## config.mk

```make
export PLATFORM = sky130hd
export DESIGN_NAME = bcd_imu_frame_parser_core
export DESIGN_NICKNAME = d
export VERILOG_FILES = /design/src/rtl/core/bip_pkg.sv /design/src/rtl/core/bcd_imu_frame_parser_core.sv /design/src/rtl/core/bip_in_stage.sv /design/src/rtl/core/bip_frame_decode.sv
export SDC_FILE = /design/constraint.sdc
export NUM_CORES = 1
export LEC_CHECK = 0
export ABC_CLOCK_PERIOD_IN_PS = 6500
export BUFFER_PORTS_ARGS = -buffer_cell sky130_fd_sc_hd__buf_2
export CAP_MARGIN = 15
export CORE_ASPECT_RATIO = 1.1
export CORE_MARGIN = 4
export CORE_UTILIZATION = 25
export DETAILED_ROUTE_END_ITERATION = 10
export SLEW_MARGIN = 30
export SYNTH_ARGS = -nofsm -noshare
export SYNTH_HDL_FRONTEND = slang
export SYNTH_SLANG_ARGS = --single-unit
```

## constraint.sdc

```tcl
create_clock -name clk -period 6.5 [get_ports clk]
set_clock_uncertainty 0.1 [all_clocks]
set_input_delay 0.325 -clock clk [delete_from_list [all_inputs] [get_ports clk]]
set_output_delay 0.325 -clock clk [all_outputs]
set_load 0.01 [all_outputs]
```

## src/rtl/core/bip_pkg.sv

```systemverilog
`timescale 1ns / 1ps
// ---------------------------------------------------------------------------
// bip_pkg: shared types and constants of the BCD IMU frame parser
// Frame layout, byte position decode and result record.
// ---------------------------------------------------------------------------
package bip_pkg;

  // Frame layout
  localparam int FRAME_LENGTH = 23;
  localparam int HDR_BYTES    = 4;
  localparam int VALUE_FIRST  = 4;
  localparam int AXES         = 6;
  localparam int VALUE_BYTES  = 3 * AXES;
  localparam int CNT_W        = 5;
  localparam int VAL_W        = 19;
  localparam int MAG_W        = 18;
  localparam int AXIS_W       = 3;

  // Header bytes and sign threshold
  localparam logic [7:0] HDR_B0   = 8'h77;
  localparam logic [7:0] HDR_B1   = 8'h16;
  localparam logic [7:0] HDR_B2   = 8'h00;
  localparam logic [7:0] HDR_B3   = 8'h84;
  localparam logic [7:0] NEG_MIN  = 8'h10;

  // Digit weights
  localparam logic [MAG_W-1:0] W_TOP = 18'd10000;
  localparam logic [14:0]      W_MID = 15'd100;

  // Byte phase within one three-byte value
  typedef enum logic [1:0] {
    PH_LEAD = 2'd0,
    PH_MID  = 2'd1,
    PH_LOW  = 2'd2
  } phase_t;

  // One accepted input transfer
  typedef struct packed {
    logic       frame_start;
    logic [7:0] rx_byte;
  } item_t;

  // What a byte position means
  typedef struct packed {
    logic              is_hdr;
    logic              is_val;
    phase_t            phase;
    logic [AXIS_W-1:0] axis;
  } pos_t;

  // Decoder status toward the top level
  typedef struct packed {
    logic             produces;
    logic [CNT_W-1:0] count;
  } dec_status_t;

  // One result transfer
  typedef struct packed {
    logic                    header_ok;
    logic signed [VAL_W-1:0] accel_z;
    logic signed [VAL_W-1:0] accel_y;
    logic signed [VAL_W-1:0] accel_x;
    logic signed [VAL_W-1:0] rate_z;
    logic signed [VAL_W-1:0] rate_y;
    logic signed [VAL_W-1:0] rate_x;
  } result_t;

  // Expected header byte at header position idx
  function automatic logic [7:0] hdr_byte(input logic [1:0] idx);
    logic [7:0] b;
    case (idx)
      2'd0:    b = HDR_B0;
      2'd1:    b = HDR_B1;
      2'd2:    b = HDR_B2;
      default: b = HDR_B3;
    endcase
    return b;
  endfunction

  // Position table: header byte, or phase and axis of a value byte
  function automatic pos_t pos_lookup(input logic [CNT_W-1:0] c);
    pos_t              p;
    logic [1:0]        ph;
    logic [AXIS_W-1:0] ax;
    p.is_hdr = (c < CNT_W'(HDR_BYTES));
    p.is_val = 1'b0;
    p.phase  = PH_LEAD;
    p.axis   = '0;
    ph       = 2'd0;
    ax       = '0;
    for (int i = 0; i < VALUE_BYTES; i++) begin
      if (c == CNT_W'(VALUE_FIRST + i)) begin
        p.is_val = 1'b1;
        p.phase  = phase_t'(ph);
        p.axis   = ax;
      end
      if (ph == 2'd2) begin
        ph = 2'd0;
        ax = ax + AXIS_W'(1);
      end else begin
        ph = ph + 2'd1;
      end
    end
    return p;
  endfunction

  // Two BCD nibbles to binary: hi*10 + lo, 0..165
  function automatic logic [7:0] bcd_pair(input logic [7:0] b);
    return {1'b0, b[7:4], 3'b000} + {3'b000, b[7:4], 1'b0} + {4'h0, b[3:0]};
  endfunction

endpackage

```

## src/rtl/core/bcd_imu_frame_parser_core.sv

```systemverilog
`timescale 1ns / 1ps
// ---------------------------------------------------------------------------
// bcd_imu_frame_parser_core: sign-magnitude BCD IMU reply frame parser
// Takes a reply frame byte by byte and emits six axis values per frame.
//
//   channel  | direction | tdata                          | tuser
//   in_      | slave     | rx_byte[7:0]                   | frame_start
//   out_     | master    | rate_x..accel_z, 19 bits each  | header_ok
//
// One byte per cycle sustained while no result is stalled; a byte sits in
// the input register while the decode logic works on it, and the result of
// the last frame byte is loaded into the output register when the decoder
// processes that byte.
// Sync active-low reset sets header match; clears count, flags, axis values.
// A stalled result blocks only the byte that closes the next frame.
// ---------------------------------------------------------------------------
module bcd_imu_frame_parser_core (
  input  logic         clk,
  input  logic         rst_n,
  input  logic         in_tvalid,
  output logic         in_tready,
  input  logic [7:0]   in_tdata,   // [7:0] rx_byte
  input  logic [0:0]   in_tuser,   // [0] frame_start
  output logic         out_tvalid,
  input  logic         out_tready,
  output logic [119:0] out_tdata,  // rate_x, rate_y, rate_z, accel_x, accel_y,
                                   // accel_z (19 bits each from bit 0), 0 pad
  output logic [0:0]   out_tuser   // [0] header_ok
);
  import bip_pkg::*;

  item_t       in_item;
  item_t       hold_item;
  logic        hold_valid;
  logic        take;
  logic        out_free;
  dec_status_t dec_status;
  result_t     dec_result;

  logic        out_valid_r, out_valid_nxt;
  result_t     out_data_r;

  assign in_item.frame_start = in_tuser[0];
  assign in_item.rx_byte     = in_tdata;

  // Input register
  bip_in_stage u_in (
    .clk        (clk),
    .rst_n      (rst_n),
    .in_tvalid  (in_tvalid),
    .in_tready  (in_tready),
    .in_item    (in_item),
    .take       (take),
    .hold_valid (hold_valid),
    .hold_item  (hold_item)
  );

  // Decoder
  bip_frame_decode u_dec (
    .clk    (clk),
    .rst_n  (rst_n),
    .fire   (take),
    .item   (hold_item),
    .status (dec_status),
    .result (dec_result)
  );

  // A byte proceeds unless it closes a frame while the result slot is busy
  assign out_free = !out_valid_r || out_tready;
  assign take     = hold_valid && (!dec_status.produces || out_free);

  // Output register
  always_comb begin
    out_valid_nxt = out_valid_r;
    if (take && dec_status.produces) begin
      out_valid_nxt = 1'b1;
    end else if (out_tready) begin
      out_valid_nxt = 1'b0;
    end
  end

  always_ff @(posedge clk) begin
    if (!rst_n) begin
      out_valid_r <= 1'b0;
    end else begin
      out_valid_r <= out_valid_nxt;
    end
  end

  always_ff @(posedge clk) begin
    if (take && dec_status.produces) begin
      out_data_r <= dec_result;
    end
  end

  assign out_tvalid = out_valid_r;
  assign out_tdata  = {6'b0, out_data_r.accel_z, out_data_r.accel_y,
                       out_data_r.accel_x, out_data_r.rate_z,
                       out_data_r.rate_y, out_data_r.rate_x};
  assign out_tuser  = out_data_r.header_ok;

`ifndef NO_ASSERTIONS
  // Byte count saturates at the frame length
  a_count_bound: assert property (@(posedge clk) disable iff (!rst_n)
    dec_status.count <= CNT_W'(FRAME_LENGTH))
    else $error("byte count beyond frame length");

  // A closing byte never overwrites a result still waiting
  a_no_overwrite: assert property (@(posedge clk) disable iff (!rst_n)
    !(take && dec_status.produces && out_valid_r && !out_tready))
    else $error("result overwritten while stalled");

  // A processed closing byte always yields a result next cycle
  a_result_follows: assert property (@(posedge clk) disable iff (!rst_n)
    (take && dec_status.produces) |=> out_valid_r)
    else $error("closing byte lost its result");
`endif

endmodule

```

## src/rtl/core/bip_in_stage.sv

```systemverilog
`timescale 1ns / 1ps
// ---------------------------------------------------------------------------
// bip_in_stage: input register of the BCD IMU frame parser
// Holds one accepted byte until the decoder consumes it.
// ---------------------------------------------------------------------------
module bip_in_stage (
  input  logic           clk,
  input  logic           rst_n,
  input  logic           in_tvalid,
  output logic           in_tready,
  input  bip_pkg::item_t in_item,
  input  logic           take,      // decoder consumes the held byte
  output logic           hold_valid,
  output bip_pkg::item_t hold_item
);
  import bip_pkg::*;

  logic  valid_r, valid_nxt;
  item_t item_r;

  // Ready when empty or when the held byte leaves this cycle
  assign in_tready = !valid_r || take;

  always_comb begin
    valid_nxt = valid_r;
    if (in_tvalid && in_tready) begin
      valid_nxt = 1'b1;
    end else if (take) begin
      valid_nxt = 1'b0;
    end
  end

  always_ff @(posedge clk) begin
    if (!rst_n) begin
      valid_r <= 1'b0;
    end else begin
      valid_r <= valid_nxt;
    end
  end

  // Payload, no reset
  always_ff @(posedge clk) begin
    if (in_tvalid && in_tready) begin
      item_r <= in_item;
    end
  end

  assign hold_valid = valid_r;
  assign hold_item  = item_r;

endmodule

```

## src/rtl/core/bip_frame_decode.sv

```systemverilog
`timescale 1ns / 1ps
// ---------------------------------------------------------------------------
// bip_frame_decode: frame state and per-byte decode
// Byte count, header check, sign-magnitude BCD accumulate, axis values.
// ---------------------------------------------------------------------------
module bip_frame_decode (
  input  logic                 clk,
  input  logic                 rst_n,
  input  logic                 fire,     // held byte is processed this cycle
  input  bip_pkg::item_t       item,
  output bip_pkg::dec_status_t status,
  output bip_pkg::result_t     result
);
  import bip_pkg::*;

  logic [CNT_W-1:0] count_r, count_nxt;
  logic             hmatch_r, hmatch_nxt;
  logic             neg_r, neg_nxt;
  logic [MAG_W-1:0] mag_r, mag_nxt;
  logic [VAL_W-1:0] axis_r   [AXES];
  logic [VAL_W-1:0] axis_nxt [AXES];

  logic [CNT_W-1:0] c;
  logic             active;
  pos_t             pos;
  logic [7:0]       pair;
  logic [14:0]      mid_term;
  logic [MAG_W-1:0] top_term;
  logic [MAG_W-1:0] sum_mag;
  logic [VAL_W-1:0] signed_val;
  logic             hdr_eq;

  // Effective byte position
  assign c      = item.frame_start ? '0 : count_r;
  assign active = (c < CNT_W'(FRAME_LENGTH));
  assign pos    = pos_lookup(c);

  // Digit terms
  assign pair     = bcd_pair(item.rx_byte);
  assign mid_term = 15'(pair) * W_MID;
  assign top_term = MAG_W'(item.rx_byte[3:0]) * W_TOP;
  assign hdr_eq   = (item.rx_byte == hdr_byte(c[1:0]));

  always_comb begin
    sum_mag = mag_r;
    case (pos.phase)
      PH_MID:  sum_mag = mag_r + MAG_W'(mid_term);
      PH_LOW:  sum_mag = mag_r + MAG_W'(pair);
      default: sum_mag = top_term;
    endcase
  end

  assign signed_val = neg_r ? VAL_W'(-{1'b0, sum_mag}) : {1'b0, sum_mag};

  // Next state
  always_comb begin
    count_nxt  = count_r;
    hmatch_nxt = hmatch_r;
    neg_nxt    = neg_r;
    mag_nxt    = mag_r;
    for (int i = 0; i < AXES; i++) begin
      axis_nxt[i] = axis_r[i];
    end
    if (fire) begin
      count_nxt = c;
      if (active) begin
        count_nxt = c + CNT_W'(1);
        if (pos.is_hdr) begin
          hmatch_nxt = (c == '0) ? hdr_eq : (hmatch_r & hdr_eq);
        end else if (pos.is_val) begin
          mag_nxt = sum_mag;
          if (pos.phase == PH_LEAD) begin
            neg_nxt = (item.rx_byte >= NEG_MIN);
          end
          if (pos.phase == PH_LOW && hmatch_r) begin
            axis_nxt[pos.axis] = signed_val;
          end
        end
      end
    end
  end

  always_ff @(posedge clk) begin
    if (!rst_n) begin
      count_r  <= '0;
      hmatch_r <= 1'b1;
      neg_r    <= 1'b0;
      mag_r    <= '0;
      for (int i = 0; i < AXES; i++) begin
        axis_r[i] <= '0;
      end
    end else begin
      count_r  <= count_nxt;
      hmatch_r <= hmatch_nxt;
      neg_r    <= neg_nxt;
      mag_r    <= mag_nxt;
      for (int i = 0; i < AXES; i++) begin
        axis_r[i] <= axis_nxt[i];
      end
    end
  end

  // Status and result of the byte in process
  assign status.produces = (c == CNT_W'(FRAME_LENGTH - 1));
  assign status.count    = count_r;

  assign result.rate_x    = axis_nxt[0];
  assign result.rate_y    = axis_nxt[1];
  assign result.rate_z    = axis_nxt[2];
  assign result.accel_x   = axis_nxt[3];
  assign result.accel_y   = axis_nxt[4];
  assign result.accel_z   = axis_nxt[5];
  assign result.header_ok = hmatch_nxt;

endmodule
```

# After elaboration in Yosys (flattened, before gate mapping)
# Memory sizes are Yosys's and may differ from the RTL's.
# Index checks and enable logic that the tools add are counted.
# W data, S select, Z words.
[op_classes]
bitwise_logic = 9
n_mul = 2
order_cmp = 5
n_reduce_logical = 18
eq_ne = 24
n_mux = 47
n_addsub = 6
[op_table]
columns = ["operator", "n"]
rows = [
  ["$mux W114", 5],
  ["$mux W19", 8],
  ["$bwmux W114", 1],
  ["$mux W6", 18],
  ["$demux W19 S3", 1],
  ["$eq A5 B4 Y1 const B", 8],
  ["$pmux W18 S2", 1],
  ["$eq A5 B5 Y1 const B", 7],
  ["$pmux W8 S3", 1],
  ["$eq A5 B3 Y1 const B", 4],
  ["$neg A18 Y19", 1],
  ["$add A18 B15 Y18", 1],
  ["$add A18 B8 Y18", 1],
  ["$mul A4 B10 Y14 const B", 1],
  ["$mul A8 B5 Y13 const B", 1],
  ["$mux W1", 10],
  ["$mux W5", 2],
  ["$add A7 B5 Y8", 1],
  ["$add A8 B4 Y8", 1],
  ["$eq A8 B8 Y1", 1],
  ["$ge A8 B5 Y1 const B", 1],
  ["$or A1 B1 Y1", 6],
  ["$add A5 B1 Y5 const B", 1],
  ["$logic_and A1 B1 Y1", 5],
  ["16 further kinds", 24],
]
[totals]
register_bits = 151
word_cells = 127
ramBits = 114
mem_count = 1
inputBits = 13
[mem_list]
columns = ["name", "words", "width", "read_ports", "rd_ports_with_merged_regs", "wr", "line_no", "rtl"]
rows = [
  ["u_dec.axis_r", 6, 19, 6, 0, 6, "bip_frame_decode.sv:20", "logic [VAL_W-1:0] axis_r [AXES];"],
]

# Longest topological paths before layout
# Gate-level depths: netlist (run 1).
[depth]
depth_word = 32
depth_mapped = 29

# Hierarchy
# A second synthesis (run 1) with hierarchy kept.
[unflattened]
cells_unflattened = 1408
area_unflattened_um2 = 13827.0
[modules_own_cells]
columns = ["mod", "instances", "area_per_inst_um2", "cells_per_inst", "seq_area_each_um2"]
rows = [
  ["bip_frame_decode", 1, 9942.0, 1265, 2782.7],
  ["bcd_imu_frame_parser_core", 1, 3557.2, 129, 3473.3],
  ["bip_in_stage", 1, 327.8, 14, 290.3],
]

# Worst setup path after synthesis (run 1)
# OpenSTA, ideal clock, no wires.
[synth_timing]
path_kind = "reg2reg"
startpoint = "register u_in.item_r (netlist bit u_in.hold_item[8])"
endpoint = "register out_data_r (netlist bit out_tdata[0]), enable pin"
path_slack_ns = -0.484
required_ns = 5.809
n_path_buf = 2
setup_time_ns = 0.591
stages_incl_launch_ff = 9
t_arrival_ns = 6.293
cell_sequence = "edfxtp_1 > clkbuf_1 > nand2b_1 > inv_1 > ha_1 > clkbuf_1 > nand3_1 > o21ai_1 > nor2_1"
[synth_via]
elab_chain_cells = 6
[synth_rtl]
columns = ["item", "line_no", "rtl"]
rows = [
  ["from (decl)", "bip_in_stage.sv:19", "item_t item_r;"],
  ["from (signal assigned)", "bip_in_stage.sv:44", "item_r <= in_item;"],
  ["$mux W5 (*)", "bip_frame_decode.sv:34", "assign c = item.frame_start ? '0 : count_r;"],
  ["$eq A5 B5 Y1 (*)", "bip_frame_decode.sv:104", "assign status.produces = (c == CNT_W'(FRAME_LENGTH - 1));"],
  ["$logic_not A1 Y1", "bcd_imu_frame_parser_core.sv:70", "assign take = hold_valid && (!dec_status.produces || out_free);"],
  ["$logic_or A1 B1 Y1", "bcd_imu_frame_parser_core.sv:70", ""],
  ["$logic_and A1 B1 Y1", "bcd_imu_frame_parser_core.sv:70", ""],
  ["$logic_and A1 B1 Y1 (*)", "bcd_imu_frame_parser_core.sv:91", "if (take && dec_status.produces) begin"],
  ["to (signal assigned)", "bcd_imu_frame_parser_core.sv:92", "out_data_r <= dec_result;"],
  ["to (decl)", "bcd_imu_frame_parser_core.sv:41", "result_t out_data_r;"],
]
# Mark *: on every way between the ends. The rest lies on a longest branch, timed or not.
# A chain may end at the register's enable or synchronous reset.

==> results of run 1 <==
critical path, delay by kind of cell (launching register included):
| kind | cells | cell delay, ps |
|---|---|---|
| DFF | 1 | 380 |
| adders and majority gates | 7 | 2720 |
| buffers and inverters | 4 | 260 |
| muxes | 1 | 310 |
| xor gates and xnor gates | 1 | 130 |
| AOI/OAI and AO/OA | 6 | 1240 |
| and+or+nand+nor | 5 | 1170 |
logic make-up after synthesis:
logic type / Yosys count / share of synthesized area (%)
AOI/OAI and AO/OA: 224 / 11.45
xor gates and xnor gates: 48 / 3.238
adders and majority gates: 89 / 9.096
buffers and inverters: 107 / 3.363
DFF: 265 / 50.41
muxes: 81 / 6.880
other: 1 / 0.02888
and+or+nand+nor: 398 / 15.53
power groups by stage:
stage / sequential [W] / clock [W] / combinational (W)
floorplan: 0.00178 / 0 / 0.00101
global placement: 0.00178 / 0 / 0.00160
detailed placement: 0.00178 / 0 / 0.00161
CTS: 0.00174 / 0.00141 / 0.00181
global route: 0.00174 / 0.00147 / 0.00224
finish: 0.00174 / 0.00137 / 0.00204
how the worst max path moves through the flow:
stage	from	endpoint	slack, ps	cells past startpoint
detailed placement	u_in.hold_item[3]	u_dec.axis_r[0][90]	-360	26
global route	u_in.hold_item[6]	u_dec.axis_r[0][37]	-150	24
CTS	u_in.hold_item[6]	u_dec.axis_r[0][94]	6	24
floorplan	u_in.hold_item[2]	out_tdata[36]	20	25
global placement	u_in.hold_item[4]	u_dec.axis_r[0][90]	-160	26
finish	u_in.hold_item[6]	u_dec.axis_r[0][37]	70	24
Yosys cell counts, types with 4 or more instances:
cell type and number:
dfxtp_1 141, edfxtp_1 124, nand2_1 109, and2_1 103, nor2_1 83, ha_1 80, a21oi_1 68, mux2_2 60
clkbuf_1 46, inv_1 45, o21ai_0 37, xnor2_1 33, a211oi_1 27, nand3_1 25, nor3_1 16, mux2i_1 15
xor2_1 15, nand2b_1 11, a21o_1 10, o21ai_1 10, fa_1 9, nand4_1 8, and3_1 7, buf_2 7
buf_4 7, nor2b_1 7, mux2_1 6, o211ai_1 6, o22ai_1 6, o31ai_1 6, a31oi_1 5, or2_2 5
or4_1 5, nor4_1 4, o21bai_1 4, or3_1 4
timing repair:
action | 4_1_cts | 5_1_grt
setup buffers | 4 | 7
endpoints found under the hold margin | 11 | 0
endpoints found under the setup margin | 69 | 96
pin swaps | 25 | 11
cloned | 0 | 1
resized for setup | 28 | 64
hold buffers | 11 | 0
cell type report:
type                    count  share of cell area [%]
clock buffers              32                   3.985
clock inverters            14                  0.5813
inverters                  45                   1.048
multi-input cells         846                   39.92
flip-flops and latches    265                   40.02
well taps                 667                   5.101
repair buffers            239                   9.354
registers in the layout, summed over array words and instances, names as in the netlist, 5 cells and up:
register and count:
out_tdata 114, u_dec.axis_r 114, u_dec.mag_r 18, u_in.hold_item 9, u_dec.count_r 5
layer usage:
metal  part of all wire (%)  routed length (um)  track usage, %
met3                    3.4                1197           1.045
met5                      0                   0               0
met2                     50               17790           22.07
met1                     42               14980           15.18
met4                    3.9                1365           4.252
metrics by stage:
step	TNS, ps	setup WS [ps]
floorplan	0	20.93
global placement	-5078	-157.0
detailed placement	-15600	-359.4
CTS	0	6.257
global route	-5474	-152.2
finish	0	74.47
==> results.txt, run 1 <==
Final worst path period share: 98.85%
Reg2reg path depth: 24
Port Buffers: 129
Avg WL per Cell: 16.76 um
Max-slew violations: 0
Hold WS: 321.4 ps
Max IR drop VDD: 253.6 uV
Row count: 87
Largest net degree at the start of global routing: 72
Starting Density: 25.27%
Min Tclk post-route: 6426 ps
Pint: 0.003436 W
Final ANT Viol Nets: 0
Critical R2R Launch: u_in.hold_item[6]
Initial antenna violation count: 0
Area of the multi-input gates: 0.006530 mm2
Clock power share: 26.5%
Die height: 247.0 um
Worst setup SP type: flop
R2r setup slk: 70 ps
Layout cell share with drive strength beyond 1: 28.66%
Synthesis-stage register bit count: 265
Crit path DAT: 6760 ps
# IOs: 136
Part of the power in registers: 33.9%
Most frequent cells in the layout: dfxtp_1 (141), buf_2 (129), edfxtp_1 (124)
Drt via density: 4.602
Critical path type: flop to flop
Layout Cells excl Fill: 2108
Total power: 0.005148 W
Post-synth top flop: dfxtp_1
CTS Buffer Depth: 3
Top cells by area, synth: edfxtp_1 (29%), dfxtp_1 (22%), ha_1 (7.7%)
Slowest CP cell: fa_2
Total die area: 0.05565 mm2
MaxCap Viol Count: 0
Hpwl dp: 25800 um
Hold path endpoint: u_dec.axis_r[0][49]
DRC: 0
Pre-antenna DRT Iters: 6
Avg Inst Size Synth: 10.70 um2
Pwr/cell area: 314.7 mW/mm2
Commonest non-fill, non-tap cell in the layout: dfxtp_1
Filler Cell Count: 5149
Crit-path max FO: 6
CTS sink count: 265
Worst r2r dst: u_dec.axis_r[0][37]
Placed cell count: 2039
Mapped Area: 0.01298 mm2
H-Tree Depth: 1
Via count: 9700
Synth Instances: 1213
Worst stage delay on the critical path: 580 ps
First-pass GRT wire length: 54200 um
P_leak: 6.720 nW
Nets: 1524
Worst Hold Launch: rst_n
Placed inst area: 0.01495 mm2
Core Area: 0.05138 mm2
GPL Wtd Cong: 0.8967
Sw Ratio: 33.25%
Fmax: 155.6 MHz
Synth unique cells: 77
Remaining Overflow, GRT: 0
EDFF count, synth: 124
Worst-path cell chain: inv_2, fa_1, inv_2, fa_2, buf_6, ha_4, ha_4, fa_1, ha_4, inv_2, o21bai_1, a21oi_2, xnor2_1, ha_1, o211ai_1, nor2_2, o211a_1, or4_4, a311oi_4, and4bb_1, nand3_2, o41a_1, mux2_4, and2_1
Number of CTS-inserted buffers: 25
HP Class: primary input to flop
Skew-Pair Late Insertion Delay: 550 ps
Dominant cell type by area after synthesis: edfxtp_1
WHS Path Cells: 2
Vias in the first global route: 9565
Final Core Density: 31.84%
Die width: 225.3 um
Async S/R FF share, synth: 0%
GRT Total Usage: 12.19%
DRT iter0 DRCs: 742
Critical Path RT: 6840 ps
TritonCTS clock tree: done
Slew @ Worst Pin: 918.5 ps
Worst setup EP type: flop
Yosys top cell area share: 28.68%
Yosys warns: 0
Status: finished, final reports clean
Sequential Area: 0.006546 mm2
P&R area growth vs syn: 25.99%
Clock Tree Root: clkbuf_16
Fin. Hold Viols: 0
Worst rel slew slack: 38.33%
Final Instance Area: 0.01636 mm2
Overall routed net length: 35330 um
Antenna diode count: 0
Logic pwr share: 39.6%
Sequential element share of the synthesized area: 50.41%
RSZ-0062 raised after global routing: yes
Final setup vio count: 0
Psw: 0.001712 W
Reg clk slew, reported paths: 70 ps
Note: power is estimated with default switching activity, not from simulation.
==> inputs of run 2 (changes only) <==
--- a/config.mk
+++ b/config.mk
@@ -12,6 +12,7 @@
 export CORE_MARGIN = 4
 export CORE_UTILIZATION = 25
 export DETAILED_ROUTE_END_ITERATION = 10
+export SETUP_SLACK_MARGIN = 0.1
 export SLEW_MARGIN = 30
 export SYNTH_ARGS = -nofsm -noshare
 export SYNTH_HDL_FRONTEND = slang
==> results.txt, run 2 (synthesis results as in run 1) <==
Fin. Hold Viols: 0
CTS Buffer Depth: 3
# IOs: 136
Slew @ Worst Pin: 879.2 ps
Worst rel slew slack: 41.39%
Nets: 1528
Avg WL per Cell: 16.51 um
Final setup vio count: 0
Max-slew violations: 0
Drt via density: 4.664
Clock Tree Root: clkbuf_16
Starting Density: 25.27%
Fin Setup TNS: 0 ps
Slowest CP cell: fa_2
Total die area: 0.05565 mm2
First-pass GRT wire length: 53220 um
Commonest non-fill, non-tap cell in the layout: dfxtp_1
Critical path origin: u_in.hold_item[6]
Worst setup EP type: flop
GRT Total Usage: 11.83%
Min Tclk post-route: 6478 ps
Pre-antenna DRT Iters: 5
Max IR drop VDD: 250.0 uV
H-Tree Depth: 1
Final worst path period share: 99.66%
TritonCTS clock tree: done
Critical path type: flop to flop
Number of CTS-inserted buffers: 25
Die width: 225.3 um
Row count: 87
Worst r2r dst: out_tdata[34]
Final ANT Viol Nets: 0
DRC: 0
Placed cell count: 2028
Overall routed net length: 34880 um
Critical Path RT: 6680 ps
Hpwl dp: 24740 um
GPL Wtd Cong: 0.8949
HP Class: primary input to flop
Largest net degree at the start of global routing: 68
Die height: 247.0 um
Most frequent cells in the layout: dfxtp_1 (141), buf_2 (129), edfxtp_1 (124)
P_leak: 6.792 nW
Critical R2R Launch: u_in.hold_item[6]
CTS sink count: 265
Worst setup SP type: flop
RSZ-0062 raised after global routing: yes
Status: finished, final reports clean
Vias in the first global route: 9413
Port Buffers: 129
Core Area: 0.05138 mm2
Initial antenna violation count: 0
Crit-path max FO: 6
Worst stage delay on the critical path: 600 ps
Remaining Overflow, GRT: 0
Reg clk slew, reported paths: 70 ps
Layout Cells excl Fill: 2112
P&R area growth vs syn: 27.21%
Pwr/cell area: 317.0 mW/mm2
Worst setup path endpoint: out_tdata[34]
Fmax: 154.4 MHz
MaxCap Viol Count: 0
Antenna diode count: 0
Layout cell share with drive strength beyond 1: 30.45%
Skew-Pair Late Insertion Delay: 550 ps
Via count: 9851
Crit path DAT: 6660 ps
Reg2reg path depth: 31
DRT iter0 DRCs: 673
R2r setup slk: 20 ps
run 2: how the worst min path moves through the flow:
stage                           end            startpoint  depth (start not counted)
3_5_place_dp   u_dec.axis_r[0][109]  u_dec.axis_r[0][109]                          2
5_1_grt              u_dec.hmatch_r                 rst_n                          3
4_1_cts              u_dec.hmatch_r                 rst_n                          3
2_1_floorplan     u_in.hold_item[0]           in_tdata[0]                          0
6_report             u_dec.hmatch_r                 rst_n                          3
3_3_place_gp   u_dec.axis_r[0][109]  u_dec.axis_r[0][109]                          2
run 2: report_power, final:
group          total [W]  internal (W)  switching, W
Clock            0.00141      0.000758      0.000651
Sequential       0.00174       0.00174    0.00000391
Combinational    0.00209      0.000977       0.00111
Total            0.00524       0.00347       0.00176
run 2: what timing repair did:
| item | in CTS | in global routing |
|---|---|---|
| setup endpoints to repair | 84 | 96 |
| hold endpoints to repair | 11 | 0 |
| buffers inserted | 18 | 7 |
| hold buffers | 11 | 0 |
| resized for setup | 58 | 69 |
| pin swaps | 37 | 27 |
| gates cloned | 1 | 1 |
run 2: layer usage:
metal	share of wire, %	vias to the layer above	track usage, %
li1	-	4732	-
met1	42	4825	14.58
met2	51	253	22.20
met3	4.3	41	1.211
met4	2.0	0	2.649
met5	0	-	0
run 2: cell type report:
cell class	count	area [um2]
flip-flops and latches	265	6546
clock buffers	32	683.2
fillers	5160	34860
multi-input cells	846	6611
inverters	45	171.4
repair buffers	243	1570
clock inverters	14	101.3
well taps	667	834.6
run 2: critical path: cells and delay by family, from the launching register on:
kind / cells / cell delay [ps]
compound gates: 9 / 1240
xor+xnor: 3 / 490
simple gates: 4 / 570
flops: 1 / 370
fa+ha+maj: 7 / 2500
buf+inv: 8 / 930
run 2: metrics by stage:
stage / total power [W] / util (%) / worst slack [ps] / hold slack, ps / instance area (um2)
final: 0.005236 / 32.15 / 22.29 / 230.8 / 16520
after global routing: 0.005505 / 32.15 / -253.2 / 239.4 / 16520
after CTS: 0.005017 / 31.49 / -38.54 / 188.8 / 16180
after detailed placement: 0.003289 / 28.91 / -289.2 / 356.6 / 14850
after global placement: 0.003271 / 28.91 / -264.0 / 348.3 / 14850
after floorplan: 0.002796 / - / 109.8 / 323.9 / 13040
